## config.mk

```make
export PLATFORM = sky130hd
export DESIGN_NAME = k2r_back
export DESIGN_NICKNAME = d
export VERILOG_FILES = /design/src/rtl/core/k2r_pkg.sv /design/src/rtl/core/k2r_back.sv
export SDC_FILE = /design/constraint.sdc
export NUM_CORES = 1
export LEC_CHECK = 0
export ABC_AREA = 1
export BUFFER_PORTS_ARGS = -buffer_cell sky130_fd_sc_hd__buf_2
export CAP_MARGIN = 40
export CORE_MARGIN = 2
export CORE_UTILIZATION = 50
export CTS_BUF_LIST = sky130_fd_sc_hd__clkbuf_4 sky130_fd_sc_hd__clkbuf_8 sky130_fd_sc_hd__clkbuf_16
export CTS_CLUSTER_DIAMETER = 150
export DETAILED_ROUTE_END_ITERATION = 8
export GPL_ROUTABILITY_DRIVEN = 0
export HOLD_SLACK_MARGIN = 0.02
export PLACE_DENSITY = 0.81
export SETUP_SLACK_MARGIN = 0.05
export SYNTH_ARGS = -nofsm -noshare
export SYNTH_HDL_FRONTEND = slang
export SYNTH_SLANG_ARGS = --single-unit
```

## constraint.sdc

```tcl
create_clock -name clk_i -period 4.9 [get_ports clk_i]
set_input_delay 0.735 -clock clk_i [delete_from_list [all_inputs] [get_ports clk_i]]
set_output_delay 0.735 -clock clk_i [all_outputs]
set_load 0.01 [all_outputs]
```

## src/rtl/core/k2r_pkg.sv

```systemverilog
// k2r_pkg: shared types, constants and romaji tables for the kana-to-romaji block.
// No dependencies.
package k2r_pkg;

  localparam logic [15:0] HiraBase     = 16'h3040;
  localparam logic [15:0] KataBase     = 16'h30A0;
  localparam logic [15:0] KataSmallTsu = 16'h30C3;
  localparam logic [15:0] KataLongMark = 16'h30FC;
  localparam int unsigned TableSize    = 84;
  localparam int unsigned QDepth       = 2;

  // Up to three letters of one romaji string, packed char0 in [7:0].
  typedef struct packed {
    logic [1:0]  len;
    logic [23:0] chars;
  } romaji_t;

  // One job for the back end: up to six characters.
  typedef struct packed {
    logic [2:0]      cnt;
    logic [5:0][15:0] chars;
  } job_t;

  function automatic romaji_t str3(input logic [7:0] a, input logic [7:0] b,
                                   input logic [7:0] c);
    romaji_t r;
    r.len   = (a == 8'd0) ? 2'd0 : (b == 8'd0) ? 2'd1 : (c == 8'd0) ? 2'd2 : 2'd3;
    r.chars = {c, b, a};
    return r;
  endfunction

  function automatic romaji_t single_lut(input logic [6:0] off);
    romaji_t r;
    case (off)
      7'h02: r = str3("a", 0, 0);   7'h04: r = str3("i", 0, 0);
      7'h06: r = str3("u", 0, 0);   7'h08: r = str3("e", 0, 0);
      7'h0A: r = str3("o", 0, 0);
      7'h0B: r = str3("k", "a", 0); 7'h0C: r = str3("g", "a", 0);
      7'h0D: r = str3("k", "i", 0); 7'h0E: r = str3("g", "i", 0);
      7'h0F: r = str3("k", "u", 0); 7'h10: r = str3("g", "u", 0);
      7'h11: r = str3("k", "e", 0); 7'h12: r = str3("g", "e", 0);
      7'h13: r = str3("k", "o", 0); 7'h14: r = str3("g", "o", 0);
      7'h15: r = str3("s", "a", 0); 7'h16: r = str3("z", "a", 0);
      7'h17: r = str3("s", "h", "i"); 7'h18: r = str3("j", "i", 0);
      7'h19: r = str3("s", "u", 0); 7'h1A: r = str3("z", "u", 0);
      7'h1B: r = str3("s", "e", 0); 7'h1C: r = str3("z", "e", 0);
      7'h1D: r = str3("s", "o", 0); 7'h1E: r = str3("z", "o", 0);
      7'h1F: r = str3("t", "a", 0); 7'h20: r = str3("d", "a", 0);
      7'h21: r = str3("c", "h", "i"); 7'h22: r = str3("j", "i", 0);
      7'h24: r = str3("t", "s", "u"); 7'h25: r = str3("z", "u", 0);
      7'h26: r = str3("t", "e", 0); 7'h27: r = str3("d", "e", 0);
      7'h28: r = str3("t", "o", 0); 7'h29: r = str3("d", "o", 0);
      7'h2A: r = str3("n", "a", 0); 7'h2B: r = str3("n", "i", 0);
      7'h2C: r = str3("n", "u", 0); 7'h2D: r = str3("n", "e", 0);
      7'h2E: r = str3("n", "o", 0);
      7'h2F: r = str3("h", "a", 0); 7'h30: r = str3("b", "a", 0);
      7'h31: r = str3("p", "a", 0); 7'h32: r = str3("h", "i", 0);
      7'h33: r = str3("b", "i", 0); 7'h34: r = str3("p", "i", 0);
      7'h35: r = str3("f", "u", 0); 7'h36: r = str3("b", "u", 0);
      7'h37: r = str3("p", "u", 0); 7'h38: r = str3("h", "e", 0);
      7'h39: r = str3("b", "e", 0); 7'h3A: r = str3("p", "e", 0);
      7'h3B: r = str3("h", "o", 0); 7'h3C: r = str3("b", "o", 0);
      7'h3D: r = str3("p", "o", 0);
      7'h3E: r = str3("m", "a", 0); 7'h3F: r = str3("m", "i", 0);
      7'h40: r = str3("m", "u", 0); 7'h41: r = str3("m", "e", 0);
      7'h42: r = str3("m", "o", 0);
      7'h44: r = str3("y", "a", 0); 7'h46: r = str3("y", "u", 0);
      7'h48: r = str3("y", "o", 0);
      7'h49: r = str3("r", "a", 0); 7'h4A: r = str3("r", "i", 0);
      7'h4B: r = str3("r", "u", 0); 7'h4C: r = str3("r", "e", 0);
      7'h4D: r = str3("r", "o", 0);
      7'h4F: r = str3("w", "a", 0); 7'h52: r = str3("w", "o", 0);
      7'h53: r = str3("n", 0, 0);
      default: r = str3(0, 0, 0);
    endcase
    return r;
  endfunction

  function automatic romaji_t yoon_lut(input logic [6:0] off);
    romaji_t r;
    case (off)
      7'h0D: r = str3("k", "y", 0); 7'h0E: r = str3("g", "y", 0);
      7'h17: r = str3("s", "h", 0); 7'h18: r = str3("j", 0, 0);
      7'h21: r = str3("c", "h", 0); 7'h2B: r = str3("n", "y", 0);
      7'h32: r = str3("h", "y", 0); 7'h33: r = str3("b", "y", 0);
      7'h34: r = str3("p", "y", 0); 7'h3F: r = str3("m", "y", 0);
      7'h4A: r = str3("r", "y", 0);
      default: r = str3(0, 0, 0);
    endcase
    return r;
  endfunction

endpackage

```

## src/rtl/core/k2r_back.sv

```systemverilog
// k2r_back: two-entry job queue and serializer, one character per cycle unless out_stall_i holds it.
// Depends on k2r_pkg.
module k2r_back (
  input  logic          clk_i,
  input  logic          rst_ni,
  input  logic          job_valid_i,
  output logic          job_ready_o,
  input  k2r_pkg::job_t job_i,
  output logic          out_valid_o,
  input  logic          out_stall_i,
  output logic [15:0]   out_char_o,
  output logic          last_of_run_o
);

  k2r_pkg::job_t q_q [k2r_pkg::QDepth];
  logic          wp_q, rp_q;
  logic [1:0]    cnt_q;
  logic [2:0]    pos_q;
  logic          push, pop, fire;
  k2r_pkg::job_t head;

  assign head        = q_q[rp_q];
  assign job_ready_o = cnt_q != 2'(k2r_pkg::QDepth);
  assign push        = job_valid_i && job_ready_o;
  assign out_valid_o = cnt_q != 2'd0;
  assign out_char_o  = head.chars[pos_q];
  assign last_of_run_o = (pos_q + 3'd1) == head.cnt;
  assign fire        = out_valid_o && !out_stall_i;
  assign pop         = fire && last_of_run_o;

  always_ff @(posedge clk_i) begin
    if (push) q_q[wp_q] <= job_i;
  end

  always_ff @(posedge clk_i or negedge rst_ni) begin
    if (!rst_ni) begin
      wp_q  <= 1'b0;
      rp_q  <= 1'b0;
      cnt_q <= '0;
      pos_q <= '0;
    end else begin
      if (push) wp_q <= !wp_q;
      if (pop) begin
        rp_q  <= !rp_q;
        pos_q <= '0;
      end else if (fire) begin
        pos_q <= pos_q + 3'd1;
      end
      cnt_q <= cnt_q + 2'(push) - 2'(pop);
    end
  end

`ifndef SYNTHESIS
  a_cnt_max: assert property (@(posedge clk_i) disable iff (!rst_ni)
    cnt_q <= 2'(k2r_pkg::QDepth)) else $error("queue overflow");
  a_pos_rng: assert property (@(posedge clk_i) disable iff (!rst_ni)
    out_valid_o |-> pos_q < head.cnt) else $error("position past job");
  a_pop_cnt: assert property (@(posedge clk_i) disable iff (!rst_ni)
    (pop && !push) |=> cnt_q == $past(cnt_q) - 2'd1) else $error("pop count");
`endif

endmodule

```

==> results of run 1 <==
## cell usage after synthesis, types with 3 or more instances
library cell	instances	area, um2
o211ai_1	15	113
o21ai_1	9	45.0
o22ai_1	16	100
nand3_1	37	185
nand2_1	68	255
nor2_2	11	68.8
ha_1	3	37.5
inv_1	14	52.6
o21ai_0	86	430
nand2_2	3	18.8
buf_4	6	45.0
clkbuf_1	9	33.8
nor2_1	138	518
dfrtp_1	7	175
buf_6	7	78.8
edfxtp_1	198	5950
buf_2	10	50.1
## worst max path at each step
| stage | start | end | slack [ps] | cells after the start |
|---|---|---|---|---|
| floorplan | job_valid_i | q_q[1][0]$_DFFE_PP_ | 1030 | 2 |
| global route | pos_q[1]$_DFFE_PN0P_ | out_char_o[11] | 1370 | 5 |
| detailed placement | pos_q[1]$_DFFE_PN0P_ | out_char_o[11] | 2110 | 5 |
| finish | pos_q[1]$_DFFE_PN0P_ | out_char_o[11] | 1510 | 5 |
| global placement | rp_q$_DFFE_PN0P_ | last_of_run_o | 1940 | 9 |
| CTS | pos_q[1]$_DFFE_PN0P_ | out_char_o[11] | 1530 | 5 |
## cells by family (layout without fill, tap and decap cells)
group / count (synthesis) / after routing / share of synthesized area
AND/OR/NAND/NOR: 260 / 260 / 0.129
flip-flops: 205 / 205 / 0.740
AO/OA/AOI/OAI: 130 / 130 / 0.0869
buffers and inverters: 53 / 188 / 0.0376
adder cells (fa/ha/maj): 3 / 3 / 0.00454
XOR/XNOR: 2 / 2 / 0.00212
## power by group
group          total [mW]  leakage, nW  switching, mW  internal (mW)
combinational        2.10         1.38           1.43          0.667
clock                1.61        0.351          0.621          0.989
sequential           2.52         1.92          0.129           2.39
## state kept, by name, summed over array words and instances (netlist names)
signal  cells
cnt_q       2
pos_q       3
q_q       198
rp_q        1
wp_q        1
## stage by stage
step                area (um2)  std cells  utilization  setup slack (ps)  power, mW
floorplan                 8280        653            -              1030       4.00
global placement          8980        965        0.547              1940       4.52
detailed placement        9080        969        0.553              2110       4.65
CTS                       9800       1008        0.597              1530       6.26
global route              9800       1008        0.597              1370       6.59
finish                    9800       1008        0.597              1510       6.23
## area by class of cell
| class | instances | share of cell area |
|---|---|---|
| Multi-Input combinational cell | 395 | 0.190 |
| Clock buffer | 28 | 0.0626 |
| Clock inverter | 11 | 0.0110 |
| Inverter | 16 | 0.00613 |
| Sequential cell | 205 | 0.625 |
| Timing Repair Buffer | 133 | 0.0776 |
| Tap cell | 220 | 0.0281 |
## metal layers
layer  vias up  wire (um)  global-route usage
met2       250       9410               0.358
li1       2578          -                   -
met4         0        472              0.0717
met5         -          0                   0
met1      2672       7230               0.273
met3        38       1420              0.0322
==> results.yml, run 1 <==
setup_path:
  start_kind: "register"
  crit_arrival_ps: 2660
  crit_path_max_incr_delay_ps: 880
  rrSetupSlack_ps: 2250
  worstPathCellList: "inv_1 > o211ai_1 > nand3_1 > nand2_1 > buf_2"
  cp-end-kind: "output port"
  worstPathMaxFanout: 20
  worst-setup-path-type: "reg2out"
  cpLargestDelayFamily: "flip-flops"
  timing.rr.end: "cnt_q[1]$_DFF_PN0_"
  reg2regPathDepth: 14
  slowest_stage: "dfrtp_1"
  critPathRequiredTime_ps: 4160
  r2r_start: "pos_q[0]$_DFFE_PN0P_"
  crit_buf_inv: 2
hold_path:
  hold_path.class: "in2async"
detailed_routing:
  via_count: 5538
  viasPerCell: 5.49
  drt-wirelength-per-cell_um: 18.4
  ant_nets: 0
  drc: 0
  drtIter0Drc: 647
  dr.pass1.iters: 5
  wirelength_mm: 18.5
timing:
  maxClockFrequency_mhz: 295
  skew_ps: 7.16
  timing.setup.tns_ps: 0
  rsz0062_at_grt: "no"
  slew_violations: 0
  finalCriticalPeriod_ps: 3390
  slew_headroom: 0.437
  tightest_slew_ps: 843
  finalSetupViolations: 0
  hold_viol: 0
  holdWs_ps: 81.8
  period_share: 0.692
run:
  maxCapViolCount: 0
global_route:
  grt_max_degree: 68
  grt_pass1_vias: 5457
  overflow: 0
  grt.total_usage: 0.209
  antenna_found_initial: 0
  grt_pass1_wl_mm: 28.4
logic_synthesis:
  seq_area_frac_synth: 0.740
  synth_edf_count: 198
  synthDistinctLibCells: 28
  syn_inst: 653
  avgSynthCellArea_um2: 12.7
  synth_seq_cells: 205
  syn_area_mm2: 0.00828
  yosysWarnings: 0
  ys_async_sr_fraction: 0.0341
  synth_top_flop_cell: "edfxtp_1"
  synth_fp_nets: 759
clock_network:
  ctsHoldBuffers: 0
  cts-root-buf: "clkbuf_16"
  cts_setup_buffers: 0
  tritoncts: "done"
  cts-resized-gates: 0
  clkTransAtPathRegs_ps: 60
  numCtsBuffers: 22
  clock_latency_ps: 490
  clock-sinks: 205
  cts_max_path_buffers: 3
  htree_levels: 1
final_layout:
  ff_latch_area_mm2: 0.00612
  area_growth_syn_to_layout_pct: 18.4
  fill_cells: 1236
  nets: 879
  layout_common_cells: "edfxtp_1, nor2_1, buf_2"
  final_layout_size_suffix_gt1_frac: 0.241
  antennaDiodeCount: 0
  multi_input_area_mm2: 0.00186
  final_common_cell: "edfxtp_1"
floorplanning:
  die_h_um: 133
  start_util: 0.504
  row_count: 47
  coreArea_mm2: 0.0164
  die_x_um: 133
  io-pin-count: 122
  die_area_mm2: 0.0176
place:
  portBuffers: 121
  hpwl_mm: 12.2
pwr:
  p_leak_nw: 3.65
  power_density_mw_per_mm2: 636
  vdd_drop_max_mv: 0.310
outcome:
  status: "finished clean"
(Power assumes the default switching activity.)
==> run 2, diff against run 1 <==
clock period = 3 ns   (was 4.9 ns; I/O delays follow)
==> run 2 against run 1 <==
Effect of this change:
- non-clock buffer count increased by 3
- die area unchanged
- highest routed layer unchanged
- routed wire length increased by 1.9%
- total power increased by 62%
- clock skew increased by 12 ps
- sequential power increased by 64%
- flip-flop and latch count unchanged
- final area decreased by 0.11%
- utilization decreased by 0.069 points
- clock power increased by 55%
- worst setup slack got worse by 1200 ps
==> results.yml, run 2 (synthesized netlist as in run 1, its figures left out) <==
outcome:
  status: "finished clean"
timing:
  finalCriticalPeriod_ps: 2690
  slew_headroom: 0.586
  maxClockFrequency_mhz: 372
  hold_viol: 0
  period_share: 0.895
  holdWs_ps: 134
  rsz0062_at_grt: "no"
  finalSetupViolations: 0
  layout_setup_ws_ps: 315
  skew_ps: 18.9
  tightest_slew_ps: 621
  slew_violations: 0
pwr:
  p_leak_nw: 3.66
  power_density_mw_per_mm2: 1030
  vdd_drop_max_mv: 0.576
clock_network:
  cts-root-buf: "clkbuf_16"
  htree_levels: 1
  cts_max_path_buffers: 3
  cts_setup_buffers: 0
  cts-resized-gates: 0
  numCtsBuffers: 21
  clock_latency_ps: 500
  clock-sinks: 205
  clkTransAtPathRegs_ps: 60
  tritoncts: "done"
final_layout:
  nets: 881
  largest_register_ffs: 198
  final_layout_size_suffix_gt1_frac: 0.242
  instances_no_fill: 1010
  largest_registers: "q_q x198, pos_q x3, cnt_q x2"
  layout_common_cells: "edfxtp_1, nor2_1, buf_2"
  regMostFlops: "q_q"
  area_growth_syn_to_layout_pct: 18.3
  final_common_cell: "edfxtp_1"
  fill_cells: 1259
setup_path:
  worstPathMaxFanout: 30
  r2r_start: "pos_q[0]$_DFFE_PN0P_"
  start_kind: "register"
  rrSetupSlack_ps: 750
  critPathRequiredTime_ps: 2550
  reg2regPathDepth: 13
  cp-end-kind: "output port"
  worst-setup-path-type: "reg2out"
  timing.rr.end: "cnt_q[1]$_DFF_PN0_"
  crit_arrival_ps: 2240
detailed_routing:
  drc: 0
  viasPerCell: 5.52
  drtIter0Drc: 700
  dr.pass1.iters: 5
  wirelength_mm: 18.9
  ant_nets: 0
  drt-wirelength-per-cell_um: 18.7
  via_count: 5580
hold_path:
  whs_path_depth: 1
  hold_path.class: "in2reg"
  hold_end: "q_q[1][88]$_DFFE_PP_"
  min_from: "job_i[88]"
floorplanning:
  start_util: 0.504
  die_x_um: 133
  io-pin-count: 122
  row_count: 47
  die_h_um: 133
  coreArea_mm2: 0.0164
  die_area_mm2: 0.0176
global_route:
  antenna_found_initial: 2
  grt_pass1_wl_mm: 28.5
  grt_max_degree: 100
  overflow: 0
  grt_pass1_vias: 5481
  grt.total_usage: 0.211
place:
  place_ws_ps: 734
  dp_cells: 971
  hpwl_mm: 12.2
  portBuffers: 121
run:
  maxCapViolCount: 0
==> run 2: changes by cell type in the layout (fill, tap and decap cells not counted), sizes merged <==
cell,before,now
clkbuf,28,23
inv,16,17
clkinv,7,11
diode,0,1
buf,133,135
dlygate4sd3,0,1
clkinvlp,2,0
==> run 2: final cells by class <==
| class | count | area (um2) | area share |
|---|---|---|---|
| clock buffer | 23 | 541 | 0.0552 |
| tap | 220 | 275 | 0.0281 |
| sequential | 205 | 6120 | 0.626 |
| antenna | 1 | 2.50 | 0.000256 |
| inverter | 16 | 60.1 | 0.00614 |
| clock inverter | 14 | 119 | 0.0121 |
| multi-input combinational | 395 | 1860 | 0.190 |
| timing repair buffer | 136 | 808 | 0.0826 |
==> run 2: layer usage <==
layer,GRT usage,wire length [um],vias up
met2,0.360,9580,275
met4,0.0956,707,0
met5,0,0,-
li1,-,-,2590
met3,0.0387,1510,45
met1,0.263,7070,2670
==> run 2: worst max-delay path by stage <==
| stage | end | depth (start not counted) | start |
|---|---|---|---|
| 3_3_place_gp | cnt_q[1]$_DFF_PN0_ | 13 | pos_q[0]$_DFFE_PN0P_ |
| 6_report | out_char_o[3] | 8 | pos_q[0]$_DFFE_PN0P_ |
| 5_1_grt | out_char_o[3] | 8 | pos_q[0]$_DFFE_PN0P_ |
| 4_1_cts | out_char_o[3] | 8 | pos_q[0]$_DFFE_PN0P_ |
| 3_5_place_dp | cnt_q[1]$_DFF_PN0_ | 11 | pos_q[0]$_DFFE_PN0P_ |
| 2_1_floorplan | q_q[1][0]$_DFFE_PP_ | 4 | cnt_q[0]$_DFF_PN0_ |
==> run 2: worst max-delay path: stages (launching register included) <==
cell     delay (ps)
dfrtp_2         600
inv_1           210
buf_12          220
nor2_1          100
o21ai_0         120
nand3_1         130
nand3_1         120
nand2_1         100
buf_2           130
==> run 2: report_power, final <==
group          leakage [nW]  switching (mW)  internal [mW]
sequential             1.92           0.225           3.91
combinational          1.40            2.34           1.12
clock                 0.334            1.02           1.47
total                  3.66            3.59           6.50
==> run 2: through the flow <==
| stage | cell area [um2] | power, mW | setup TNS, ps | util |
|---|---|---|---|---|
| 2_1_floorplan | 8280 | 6.54 | -132760 | - |
| 3_3_place_gp | 9110 | 7.54 | 0 | 0.556 |
| 3_5_place_dp | 9110 | 7.64 | 0 | 0.556 |
| 4_1_cts | 9780 | 10.1 | 0 | 0.596 |
| 5_1_grt | 9790 | 10.7 | 0 | 0.597 |
| 6_report | 9790 | 10.1 | 0 | 0.597 |
==> run 2: timing repair <==
item                                   in CTS  in global routing
endpoints found under the hold margin       7                  0
setup endpoints to repair                   0                  0
hold buffers                                1                  0
==> run 3, diff against run 2 <==
PLACE_DENSITY = 0.73   (was 0.81)
==> run 3 against run 2 <==
Effect of this change:
- clock skew fell by 6.4 ps
- non-clock buffer count fell by 4
- flip-flop and latch count did not move
- total power fell by 1.4%
- maximum frequency rose by 0.51%
- hold slack improved by 3.3 ps
- critical path depth fell by 2
- worst setup slack improved by 14 ps
- utilization fell by 0.37 points
- critical path type unchanged
==> results.yml, run 3 (synthesized netlist as in run 1, its figures left out) <==
place:
  dp_cells: 967
  hpwl_mm: 11.4
  portBuffers: 121
timing:
  period_share: 0.890
  finalCriticalPeriod_ps: 2670
  hold_viol: 0
  rsz0062_at_grt: "no"
  slew_headroom: 0.543
  slew_violations: 0
  finalSetupViolations: 0
  holdWs_ps: 138
  tightest_slew_ps: 685
  timing.setup.tns_ps: 0
  skew_ps: 12.5
  maxClockFrequency_mhz: 374
detailed_routing:
  drc: 0
  drt-wirelength-per-cell_um: 18.1
  ant_nets: 0
  via_count: 5448
  dr.pass1.iters: 5
  wirelength_mm: 18.2
  viasPerCell: 5.41
  drtIter0Drc: 465
setup_path:
  start_kind: "register"
  crit_arrival_ps: 2220
  critPathRequiredTime_ps: 2550
  worst-setup-path-type: "reg2out"
  worstPathMaxFanout: 18
  reg2regPathDepth: 11
  cp-end-kind: "output port"
final_layout:
  largest_registers: "q_q x198, pos_q x3, cnt_q x2"
  layout_common_cells: "edfxtp_1, nor2_1, buf_2"
  final_layout_size_suffix_gt1_frac: 0.242
  final_core_util: 0.593
  largest_register_ffs: 198
  area_growth_syn_to_layout_pct: 17.5
  fill_cells: 1296
  regMostFlops: "q_q"
  instances_no_fill: 1007
  nets: 877
  final_common_cell: "edfxtp_1"
floorplanning:
  die_x_um: 133
  die_h_um: 133
  die_area_mm2: 0.0176
  coreArea_mm2: 0.0164
  row_count: 47
  start_util: 0.504
  io-pin-count: 122
pwr:
  p_leak_nw: 3.62
  vdd_drop_max_mv: 0.684
  power_density_mw_per_mm2: 1020
  finalPower_mw: 9.94
clock_network:
  clock_latency_ps: 500
  htree_levels: 1
  numCtsBuffers: 21
  clkTransAtPathRegs_ps: 60
  clock-sinks: 205
  tritoncts: "done"
  cts-root-buf: "clkbuf_16"
  cts_max_path_buffers: 3
global_route:
  grt.total_usage: 0.205
  antenna_found_initial: 1
  grt_max_degree: 102
  grt_pass1_vias: 5274
  overflow: 0
  grt_pass1_wl_mm: 27.9
hold_path:
  whs_path_depth: 1
  hold_path.class: "in2reg"
outcome:
  status: "finished clean"
run:
  maxCapViolCount: 0
[run 3: timing repair]
item                                    in CTS  in global routing
hold endpoints to repair                     7                  0
endpoints found under the setup margin       0                  8
resized for setup                            0                  2
hold buffers                                 1                  0
buffers inserted                             0                  0
[run 3: power by group]
part / internal [mW] / switching, mW
registers: 3.91 / 0.197
clock network: 1.45 / 1.03
logic: 1.05 / 2.30
[run 3: final cells by class]
| type | count | area [um2] | share of cell area |
|---|---|---|---|
| diodes | 1 | 2.50 | 0.000257 |
| clock buffers | 27 | 577 | 0.0593 |
| clock inverters | 11 | 87.6 | 0.00900 |
| inverters | 16 | 62.6 | 0.00643 |
| multi-input cells | 395 | 1860 | 0.191 |
| flip-flops and latches | 205 | 6120 | 0.630 |
| well taps | 220 | 275 | 0.0283 |
| repair buffers | 132 | 741 | 0.0762 |
[run 3: per-stage QoR]
| stage | setup slack [ps] | instance area (um2) |
|---|---|---|
| CTS | 113 | 9720 |
| detailed placement | 617 | 9050 |
| finish | 329 | 9730 |
| global route | 165 | 9720 |
| floorplan | -677 | 8280 |
| global placement | 686 | 9050 |
[run 3: path summary, 6_finish.rpt]
kind / start / to / slack [ps]
worst max-delay path: pos_q[1]$_DFFE_PN0P_ / out_char_o[0] / 330
worst min-delay path: job_i[0] / q_q[1][0]$_DFFE_PP_ / 140
worst max register to register: pos_q[0]$_DFFE_PN0P_ / cnt_q[1]$_DFF_PN0_ / 750
worst min register to register: cnt_q[0]$_DFF_PN0_ / cnt_q[0]$_DFF_PN0_ / 500
max in group asynchronous: rst_ni / rp_q$_DFFE_PN0P_ / 2480
min in group asynchronous: rst_ni / cnt_q[0]$_DFF_PN0_ / 340
[run 3: worst max-delay path, cell delays in order (launching register included)]
cell      delay (ps)
dfrtp_1          390
buf_4            220
inv_1            500
o211ai_2         270
nand3_1          130
nand2_1           70
buf_2            140
[run 3: metal layers]
| layer | up-vias | routed length, um | global-route usage |
|---|---|---|---|
| li1 | 2576 | - | - |
| met1 | 2623 | 7280 | 0.267 |
| met2 | 216 | 9350 | 0.360 |
| met3 | 31 | 1240 | 0.0352 |
| met4 | 2 | 355 | 0.0496 |
| met5 | - | 13 | 0 |
